### config.mk
export PLATFORM = sky130hd
export DESIGN_NAME = integer_to_ascii_formatter_core
export DESIGN_NICKNAME = d
export VERILOG_FILES = /design/src/rtl/i2a_pkg.sv /design/src/rtl/i2a_bcd.sv /design/src/rtl/i2a_emit.sv /design/src/rtl/integer_to_ascii_formatter_core.sv
export SDC_FILE = /design/constraint.sdc
export NUM_CORES = 1
export LEC_CHECK = 0
export BUFFER_PORTS_ARGS = -buffer_cell sky130_fd_sc_hd__buf_2
export CAP_MARGIN = 20
export CORE_MARGIN = 8
export CORE_UTILIZATION = 44
export DETAILED_ROUTE_END_ITERATION = 7
export GPL_TIMING_DRIVEN = 1
export PLACE_DENSITY = 0.72
export SLEW_MARGIN = 20
export SYNTH_ARGS = -nofsm -noshare
export SYNTH_HDL_FRONTEND = slang
export SYNTH_SLANG_ARGS = --single-unit
### constraint.sdc
create_clock -name clk -period 3.13 [get_ports clk]
set_input_delay 0.626 -clock clk [delete_from_list [all_inputs] [get_ports clk]]
set_output_delay 0.626 -clock clk [all_outputs]
set_load 0.02 [all_outputs]
### src/rtl/i2a_pkg.sv
// Shared types, codes and character constants of the integer to ASCII formatter.
package i2a_pkg;

  localparam int VALUE_W = 32;
  localparam int NDIGITS = 10;
  localparam int BCD_W   = 4 * NDIGITS;
  localparam int CNT_W   = $clog2(VALUE_W);

  localparam logic [2:0] ACT_UDEC = 3'd0;
  localparam logic [2:0] ACT_SDEC = 3'd1;
  localparam logic [2:0] ACT_HEX  = 3'd2;
  localparam logic [2:0] ACT_FIXU = 3'd3;
  localparam logic [2:0] ACT_FIXS = 3'd4;

  localparam logic [3:0] MAX_DEC = 4'd9;
  localparam logic [3:0] MAX_HEX = 4'd8;
  localparam logic [3:0] MIN_HEX = 4'd1;

  localparam logic [6:0] CH_MINUS = 7'h2D;
  localparam logic [6:0] CH_POINT = 7'h2E;

  typedef struct packed {
    logic       hex;
    logic       fixed;
    logic       neg;
    logic [3:0] dec;
    logic [3:0] hexd;
  } emit_cfg_t;

  function automatic logic [6:0] digit_char(input logic [3:0] d);
    logic [6:0] c;
    case (d)
      4'h0: c = 7'h30;
      4'h1: c = 7'h31;
      4'h2: c = 7'h32;
      4'h3: c = 7'h33;
      4'h4: c = 7'h34;
      4'h5: c = 7'h35;
      4'h6: c = 7'h36;
      4'h7: c = 7'h37;
      4'h8: c = 7'h38;
      4'h9: c = 7'h39;
      4'hA: c = 7'h41;
      4'hB: c = 7'h42;
      4'hC: c = 7'h43;
      4'hD: c = 7'h44;
      4'hE: c = 7'h45;
      default: c = 7'h46;
    endcase
    return c;
  endfunction

endpackage

### src/rtl/i2a_bcd.sv
// Bit-serial binary to BCD converter using the shift and add-three method.
module i2a_bcd (
  input  logic                           clk,
  input  logic                           rst,
  input  logic                           start,
  input  logic [i2a_pkg::VALUE_W-1:0]    bin,
  output logic                           done,
  output logic [i2a_pkg::BCD_W-1:0]      bcd
);

  logic [i2a_pkg::VALUE_W-1:0] sr;
  logic [i2a_pkg::CNT_W-1:0]   cnt;
  logic                        busy;
  logic [i2a_pkg::BCD_W-1:0]   adj;

  always_comb begin
    for (int i = 0; i < i2a_pkg::NDIGITS; i++) begin
      if (bcd[4*i +: 4] >= 4'd5) begin
        adj[4*i +: 4] = bcd[4*i +: 4] + 4'd3;
      end else begin
        adj[4*i +: 4] = bcd[4*i +: 4];
      end
    end
  end

  always_ff @(posedge clk) begin
    if (rst) begin
      busy <= 1'b0;
      done <= 1'b0;
    end else begin
      done <= 1'b0;
      if (start) begin
        busy <= 1'b1;
      end else if (busy && cnt == '0) begin
        busy <= 1'b0;
        done <= 1'b1;
      end
    end
  end

  always_ff @(posedge clk) begin
    if (start) begin
      sr  <= bin;
      bcd <= '0;
      cnt <= i2a_pkg::CNT_W'(i2a_pkg::VALUE_W - 1);
    end else if (busy) begin
      bcd <= {adj[i2a_pkg::BCD_W-2:0], sr[i2a_pkg::VALUE_W-1]};
      sr  <= {sr[i2a_pkg::VALUE_W-2:0], 1'b0};
      cnt <= cnt - 1'b1;
    end
  end

endmodule

### src/rtl/i2a_emit.sv
// Character sequencer walking the digits one per cycle unless stalled.
module i2a_emit (
  input  logic                       clk,
  input  logic                       rst,
  input  logic                       start,
  input  i2a_pkg::emit_cfg_t         cfg_in,
  input  logic [i2a_pkg::BCD_W-1:0]  digits,
  output logic                       done,
  output logic                       m_tvalid,
  input  logic                       m_tready,
  output logic [7:0]                 m_tdata,   // [6:0] character, [7] zero
  output logic                       m_tlast
);

  i2a_pkg::emit_cfg_t         cfg;
  logic [i2a_pkg::BCD_W-1:0]  sr;
  logic [3:0]                 pos;
  logic                       busy;
  logic                       sign_pend;
  logic                       point_done;
  logic                       started;

  logic [3:0] d;
  logic [3:0] int_low;
  logic       slot_free;
  logic       go;
  logic       point_now;
  logic       skip;

  assign d         = sr[i2a_pkg::BCD_W-1 -: 4];
  assign int_low   = cfg.fixed ? cfg.dec : 4'd0;
  assign slot_free = !m_tvalid || m_tready;
  assign go        = busy && slot_free;
  assign point_now = cfg.fixed && !point_done && (pos < cfg.dec);
  assign skip      = cfg.hex ? (pos >= cfg.hexd)
                             : (!started && d == 4'd0 && pos > int_low);

  always_ff @(posedge clk) begin
    if (rst) begin
      busy     <= 1'b0;
      done     <= 1'b0;
      m_tvalid <= 1'b0;
    end else begin
      done <= 1'b0;
      if (m_tvalid && m_tready) begin
        m_tvalid <= 1'b0;
      end
      if (start) begin
        busy <= 1'b1;
      end else if (go) begin
        if (sign_pend || point_now) begin
          m_tvalid <= 1'b1;
        end else if (!skip) begin
          m_tvalid <= 1'b1;
          if (pos == 4'd0) begin
            busy <= 1'b0;
            done <= 1'b1;
          end
        end
      end
    end
  end

  always_ff @(posedge clk) begin
    if (start) begin
      cfg        <= cfg_in;
      sr         <= digits;
      pos        <= 4'(i2a_pkg::NDIGITS - 1);
      sign_pend  <= cfg_in.neg;
      point_done <= 1'b0;
      started    <= 1'b0;
    end else if (go) begin
      if (sign_pend) begin
        sign_pend <= 1'b0;
        m_tdata   <= {1'b0, i2a_pkg::CH_MINUS};
        m_tlast   <= 1'b0;
      end else if (point_now) begin
        point_done <= 1'b1;
        m_tdata    <= {1'b0, i2a_pkg::CH_POINT};
        m_tlast    <= 1'b0;
      end else begin
        sr  <= {sr[i2a_pkg::BCD_W-5:0], 4'd0};
        pos <= pos - 1'b1;
        if (!skip) begin
          started <= 1'b1;
          m_tdata <= {1'b0, i2a_pkg::digit_char(d)};
          m_tlast <= (pos == 4'd0);
        end
      end
    end
  end

endmodule

### src/rtl/integer_to_ascii_formatter_core.sv
// Top level of the integer to ASCII formatter: input decode, sequencing and output.
// Hex beats go straight to the sequencer; decimal and fixed-point beats pass through the
// binary to BCD converter first, and each suppressed leading zero takes a sequencer step.
// A new beat is taken only once the sequencer has issued the last character of the previous
// text, and the sequencer waits while a full output register is stalled. Reset clears the
// state machine and the busy, done and output valid flags.
module integer_to_ascii_formatter_core (
  input  logic        clk,
  input  logic        rst,
  input  logic        s_tvalid,
  output logic        s_tready,
  input  logic [39:0] s_tdata,   // [31:0] value, [35:32] hex_digits, [39:36] decimals
  input  logic [2:0]  s_tuser,   // [2:0] action
  output logic        m_tvalid,
  input  logic        m_tready,
  output logic [7:0]  m_tdata,   // [6:0] character, [7] zero
  output logic        m_tlast
);

  typedef enum logic [2:0] {
    S_IDLE = 3'b001,
    S_CONV = 3'b010,
    S_EMIT = 3'b100
  } state_t;

  state_t state;
  state_t state_next;

  i2a_pkg::emit_cfg_t             cfg;
  i2a_pkg::emit_cfg_t             cfg_now;
  logic [i2a_pkg::VALUE_W-1:0]    value;
  logic [i2a_pkg::VALUE_W-1:0]    mag;
  logic [3:0]                     hexd_in;
  logic [3:0]                     dec_in;
  logic [2:0]                     action;
  logic                           signed_mode;
  logic                           accept;
  logic                           bcd_done;
  logic [i2a_pkg::BCD_W-1:0]      bcd;
  logic                           emit_start;
  logic                           emit_done;
  logic [i2a_pkg::BCD_W-1:0]      emit_digits;

  assign value   = s_tdata[31:0];
  assign hexd_in = s_tdata[35:32];
  assign dec_in  = s_tdata[39:36];
  assign action  = s_tuser;

  assign s_tready = (state == S_IDLE);
  assign accept   = s_tvalid && s_tready;

  always_comb begin
    signed_mode   = (action == i2a_pkg::ACT_SDEC) || (action == i2a_pkg::ACT_FIXS);
    cfg_now.hex   = (action == i2a_pkg::ACT_HEX);
    cfg_now.fixed = ((action == i2a_pkg::ACT_FIXU) || (action == i2a_pkg::ACT_FIXS))
                    && (dec_in != 4'd0);
    cfg_now.neg   = !cfg_now.hex && signed_mode && value[i2a_pkg::VALUE_W-1];
    cfg_now.dec   = (dec_in > i2a_pkg::MAX_DEC) ? i2a_pkg::MAX_DEC : dec_in;
    if (hexd_in < i2a_pkg::MIN_HEX) begin
      cfg_now.hexd = i2a_pkg::MIN_HEX;
    end else if (hexd_in > i2a_pkg::MAX_HEX) begin
      cfg_now.hexd = i2a_pkg::MAX_HEX;
    end else begin
      cfg_now.hexd = hexd_in;
    end
    mag = cfg_now.neg ? ('0 - value) : value;
  end

  always_comb begin
    state_next = state;
    case (state)
      S_IDLE: begin
        if (accept) begin
          state_next = cfg_now.hex ? S_EMIT : S_CONV;
        end
      end
      S_CONV: begin
        if (bcd_done) begin
          state_next = S_EMIT;
        end
      end
      S_EMIT: begin
        if (emit_done) begin
          state_next = S_IDLE;
        end
      end
      default: state_next = S_IDLE;
    endcase
  end

  always_ff @(posedge clk) begin
    if (rst) begin
      state <= S_IDLE;
    end else begin
      state <= state_next;
    end
  end

  always_ff @(posedge clk) begin
    if (accept) begin
      cfg <= cfg_now;
    end
  end

  assign emit_start  = (accept && cfg_now.hex) || (state == S_CONV && bcd_done);
  assign emit_digits = (state == S_CONV) ? bcd
                                         : {{(i2a_pkg::BCD_W - i2a_pkg::VALUE_W){1'b0}}, value};

  i2a_bcd u_bcd (
    .clk   (clk),
    .rst   (rst),
    .start (accept && !cfg_now.hex),
    .bin   (mag),
    .done  (bcd_done),
    .bcd   (bcd)
  );

  i2a_emit u_emit (
    .clk      (clk),
    .rst      (rst),
    .start    (emit_start),
    .cfg_in   ((state == S_IDLE) ? cfg_now : cfg),
    .digits   (emit_digits),
    .done     (emit_done),
    .m_tvalid (m_tvalid),
    .m_tready (m_tready),
    .m_tdata  (m_tdata),
    .m_tlast  (m_tlast)
  );

endmodule

; ---- Word-level counts from Yosys, hierarchy flattened
; Memory sizes are Yosys's and may differ from the RTL's. A register that Yosys moved wholly into a read port is not among the register bits.
; Index checks and enable logic that the tools add are counted.
; Widths: inputs -> output; s select.
[classes]
n_eq_ne = 15
add_sub_neg = 13
n_reduce_logical = 41
magnitude_cmp = 16
mux = 49
bitwise_logic = 5
[op_table]
columns = cell, count
row1 = $mux 40, 5
row2 = $mux 32, 3
row3 = $mux 4, 14
row4 = $ge 4x3->1 const B, 10
row5 = $add 4x2->4 const B, 9
row6 = $sub 1x32->32 const A, 1
row7 = $mux 1, 18
row8 = $mux 3, 5
row9 = $reduce_and 3->1, 5
row10 = $logic_and 1x1->1, 14
row11 = $mux 11, 1
row12 = $eq 3x2->1 const B, 3
row13 = $pmux 3 s3, 1
row14 = $gt 4x4->1 const B, 2
row15 = $logic_not 4->1, 2
row16 = $ne 2x2->1 const B, 4
row17 = $reduce_and 4->1, 2
row18 = $reduce_bool 2->1, 4
row19 = $mux 7, 1
row20 = $eq 3x1->1 const B, 2
row21 = $eq 3x3->1 const B, 2
row22 = $ne 2x1->1 const B, 3
row23 = $logic_not 5->1, 1
row24 = $logic_or 1x1->1, 5
row25 = 14 further kinds, 22
[totals]
in_bits = 47
romBits = 112
elab_cells = 166
memories = 1
ff_bits = 161
[memory_table]
columns = memory, words, word_bits, read_ports, rd_clocked_by_memory_dff, wr, line
row1 = (name not given), 16, 7, 1, 1, 0, i2a_pkg.sv:32  ; case (d)

; ---- Logic depth before layout (Yosys ltp)
[depth]
word_depth = 8
mapped_depth = 12
ltp_nobuf = 12

; ---- By module
; From an unflattened synthesis, not the netlist that was laid out.
[hier_totals]
hier_cells = 880
hier_area_um2 = 9339.0
[by_module_without_submodules]
columns = mod, instances, cells_per_inst, area_each_um2
row1 = i2a_bcd, 1, 398, 4056.4
row2 = i2a_emit, 1, 251, 3420.8
row3 = integer_to_ascii_formatter_core, 1, 231, 1861.8

; ---- Least setup slack after synthesis
; OpenSTA, ideal clock, no wires.
[synth_timing]
path_kind = reg2reg
from = register u_emit.cfg[7] (netlist bit)
to = register with a tool-made name
path_stages_with_launch = 13
synth_period_minus_slack_ns = 3.053
arrival_ns = 2.981
required_time_ns = 3.058
setup_slack_ns = 0.077
cell_sequence = edfxtp_1 inv_1 ha_1 o211ai_1 a21oi_1 o21a_1 nor2_1 inv_1 a2bb2oi_1 ha_1 inv_1 mux2i_1 mux2i_1
[synth_rtl]
columns = element, line
row1 = "start, declared", i2a_emit.sv:15  ; i2a_pkg::emit_cfg_t cfg;
row2 = "start signal, assigned", i2a_emit.sv:66  ; cfg <= cfg_in;

==> results.toml <==
[worst_setup_path]
worstPathArrival_ns = 2.98
criticalPathCategory = "register to register"
crit_path_max_incr_delay_ns = 0.46
cpMostUsedCell = "inv_1"
startpoint_type = "register"
crit_path_end_kind = "register"
worstPathRequired_ns = 3.42
critPathSlowestCell = "o311ai_1"
crit_fanout = 6
crit_chain = "inv_1 -> ha_1 -> a211oi_1 -> nand2_1 -> o21a_1 -> o311ai_1 -> inv_1 -> ha_1 -> inv_1 -> mux2i_1 -> mux2i_1"

[sta]
min_period_ns = 2.70
worst_slew_pin_slew_ns = 0.862
rsz0062_at_grt = "no"
slew_violations = 0
fin_ws_ns = 0.434
finalCritPeriodShare_pct = 86.1
fin_skew_ns = 0.0107
tns_ns = 0
fmax_mhz = 371
slew_headroom_pct = 42.3
setup_viol = 0
hold_viol_final = 0

[die]
die_area_mm2 = 0.0246
die_w_um = 157
die_h_um = 157
start_util_pct = 44.8
rows = 51
core_mm2 = 0.0195
io_pins = 58

[synthesis]
ys.flop_type = "edfxtp_1"
async_reset_ff_share_pct = 0
syn_area_per_cell_um2 = 9.68
ys_types = 60
ys_seq_area_share_pct = 50.0
yosys_warnings = 0
ys_ff_latch = 167
syn_nets = 983
netlist_area_mm2 = 0.00872
postSynthCellCount = 901
synth_enable_flop_cells = 102

[placed_design]
hpwl_mm = 13.2
portBuffers = 56
gp_congestion = 0.869
dpl_cell_area_mm2 = 0.00934
post-place-ws_ns = 0.364

[job]
cap_violations = 0

[layout]
multi_input_area_mm2 = 0.00404
fin_area_mm2 = 0.00994
nFillCells = 1739
synthToLayoutAreaGrowth_pct = 13.9
diodes = 0
final_util_pct = 51.1
seqCellArea_mm2 = 0.00437
fin_nets = 1038
final_layout_size_suffix_gt1_share_pct = 13.3

[clocking]
h-tree-depth = 4
cts_max_path_buffers = 2
insertion_delay_ns = 0.43
numCtsBuffers = 17
cts_tree = "built"
cts.repair.resized = 0
post-cts-setup-buffers = 0
cts.reportedPaths.clkPinSlew_ns = 0.06
cts_root_buf = "clkbuf_16"
postCtsHoldBufs = 0
clock_sink_count = 167

[outcome]
status = "completed"

[route]
via_per_inst = 5.30
drc_errors = 0
drtIter0Drc = 417
wl_per_cell_um = 15.2
firstDrtPassIters = 5
wl_mm = 18.7
dr_total_vias = 6537
ant_nets = 0

[global_routing]
grt-ovfl-total = 0
track_usage_pct = 16.0
grt_pass1_vias = 6400
grt_pass1_wl_mm = 31.3
grt_max_degree = 66
antenna_found_initial = 0

[power]
vdd_drop_max_v = 0.000418
pwr_density_cell_mw_per_mm2 = 600
p_leak_nw = 3.76

[min_path]
hp-class = "primary input to register"
## sequential cells by signal, summed over array words and instances (netlist names), 3 cells and up, named ones only
register / count
cfg: 11
state: 3
u_bcd.bcd: 40
u_bcd.cnt: 5
u_bcd.sr: 32
u_emit.cfg: 10
u_emit.m_tdata: 7
u_emit.pos: 4
u_emit.sr: 40
## cell usage after synthesis (8+ instances only)
master | instances | area (um2)
nand2_1 | 141 | 529
edfxtp_1 | 102 | 3060
o21ai_0 | 89 | 445
nor2_1 | 68 | 255
dfxtp_1 | 65 | 1300
a21oi_1 | 54 | 270
mux2i_1 | 50 | 500
inv_1 | 41 | 154
ha_1 | 35 | 438
clkbuf_1 | 31 | 116
xnor2_1 | 28 | 245
nand2b_1 | 21 | 131
nand3_1 | 21 | 105
xor2_1 | 18 | 158
o21ai_1 | 13 | 65.1
nor3_1 | 12 | 60.1
a211oi_1 | 10 | 75.1
or3_1 | 10 | 62.6
nor3b_1 | 9 | 67.6
nor2b_1 | 8 | 50.1
## path summary, 6_finish.rpt
path / startpoint / end / slack [ns] / cells after the start
max reg2reg: u_emit.cfg[7] / register / 0.43 / 11
min reg2reg: u_emit.started / u_emit.started / 0.48 / 2
min: s_tdata[35] / cfg[3] / 0.45 / 1
max: u_emit.cfg[7] / register / 0.43 / 11
## per-layer routing
metal	GRT usage [%]	vias to the layer above	wire, um
met4	4.90	0	255
met2	27.4	140	9160
met1	19.4	3103	8390
met3	4.08	20	939
met5	0	-	0
li1	-	3274	-
## cells by family after synthesis
family / Yosys count / synth area share, %
simple gates: 313 / 16.9
flops: 167 / 50.0
fa+ha+maj: 35 / 5.02
compound gates: 202 / 13.6
xor+xnor: 46 / 4.62
other cells: 1 / 0.0430
mux: 53 / 6.12
buf+inv: 84 / 3.71
## through the flow
stage | instances | hold slack (ns) | total power [mW]
after detailed placement | 1202 | 0.459 | 3.94
after global placement | 1202 | 0.436 | 3.90
after CTS | 1234 | 0.433 | 6.01
final | 1234 | 0.449 | 5.97
after floorplan | 901 | 0.426 | 3.61
after global routing | 1234 | 0.445 | 6.30
## final cells by class
class,count,area share (%)
inverter,45,1.70
clock inverter,11,0.818
tap,265,3.34
clock buffer,21,5.17
sequential,167,43.9
multi-input combinational,650,40.7
timing repair buffer,75,4.38
## critical path, delay by kind of cell, from the launching register on
kind	cells	cell delay, ns
multiplexers	2	0.20
AND/OR/NAND/NOR	1	0.16
AO/OA/AOI/OAI	3	0.99
adder cells (fa/ha/maj)	2	0.54
buffers and inverters	3	0.27
flip-flops	1	0.40
## placed cells by master (no fill, tap or decap), drive strengths merged, types with 21 or more instances in the layout
cell / netlist / layout
edfxtp: 102 / 102
dfxtp: 65 / 65
nand3: 21 / 21
nand2b: 22 / 22
ha: 35 / 35
a21oi: 54 / 54
buf: 8 / 75
inv: 43 / 47
xnor2: 28 / 28
nor2: 68 / 68
nand2: 142 / 142
clkbuf: 31 / 21
mux2i: 50 / 50
o21ai: 102 / 102
## where the power goes
part | switching (mW) | total, mW | internal [mW]
registers | 0.194 | 2.81 | 2.62
logic | 0.628 | 1.08 | 0.457
clock network | 0.885 | 2.07 | 1.18
Power figures use the tool's default switching activity.
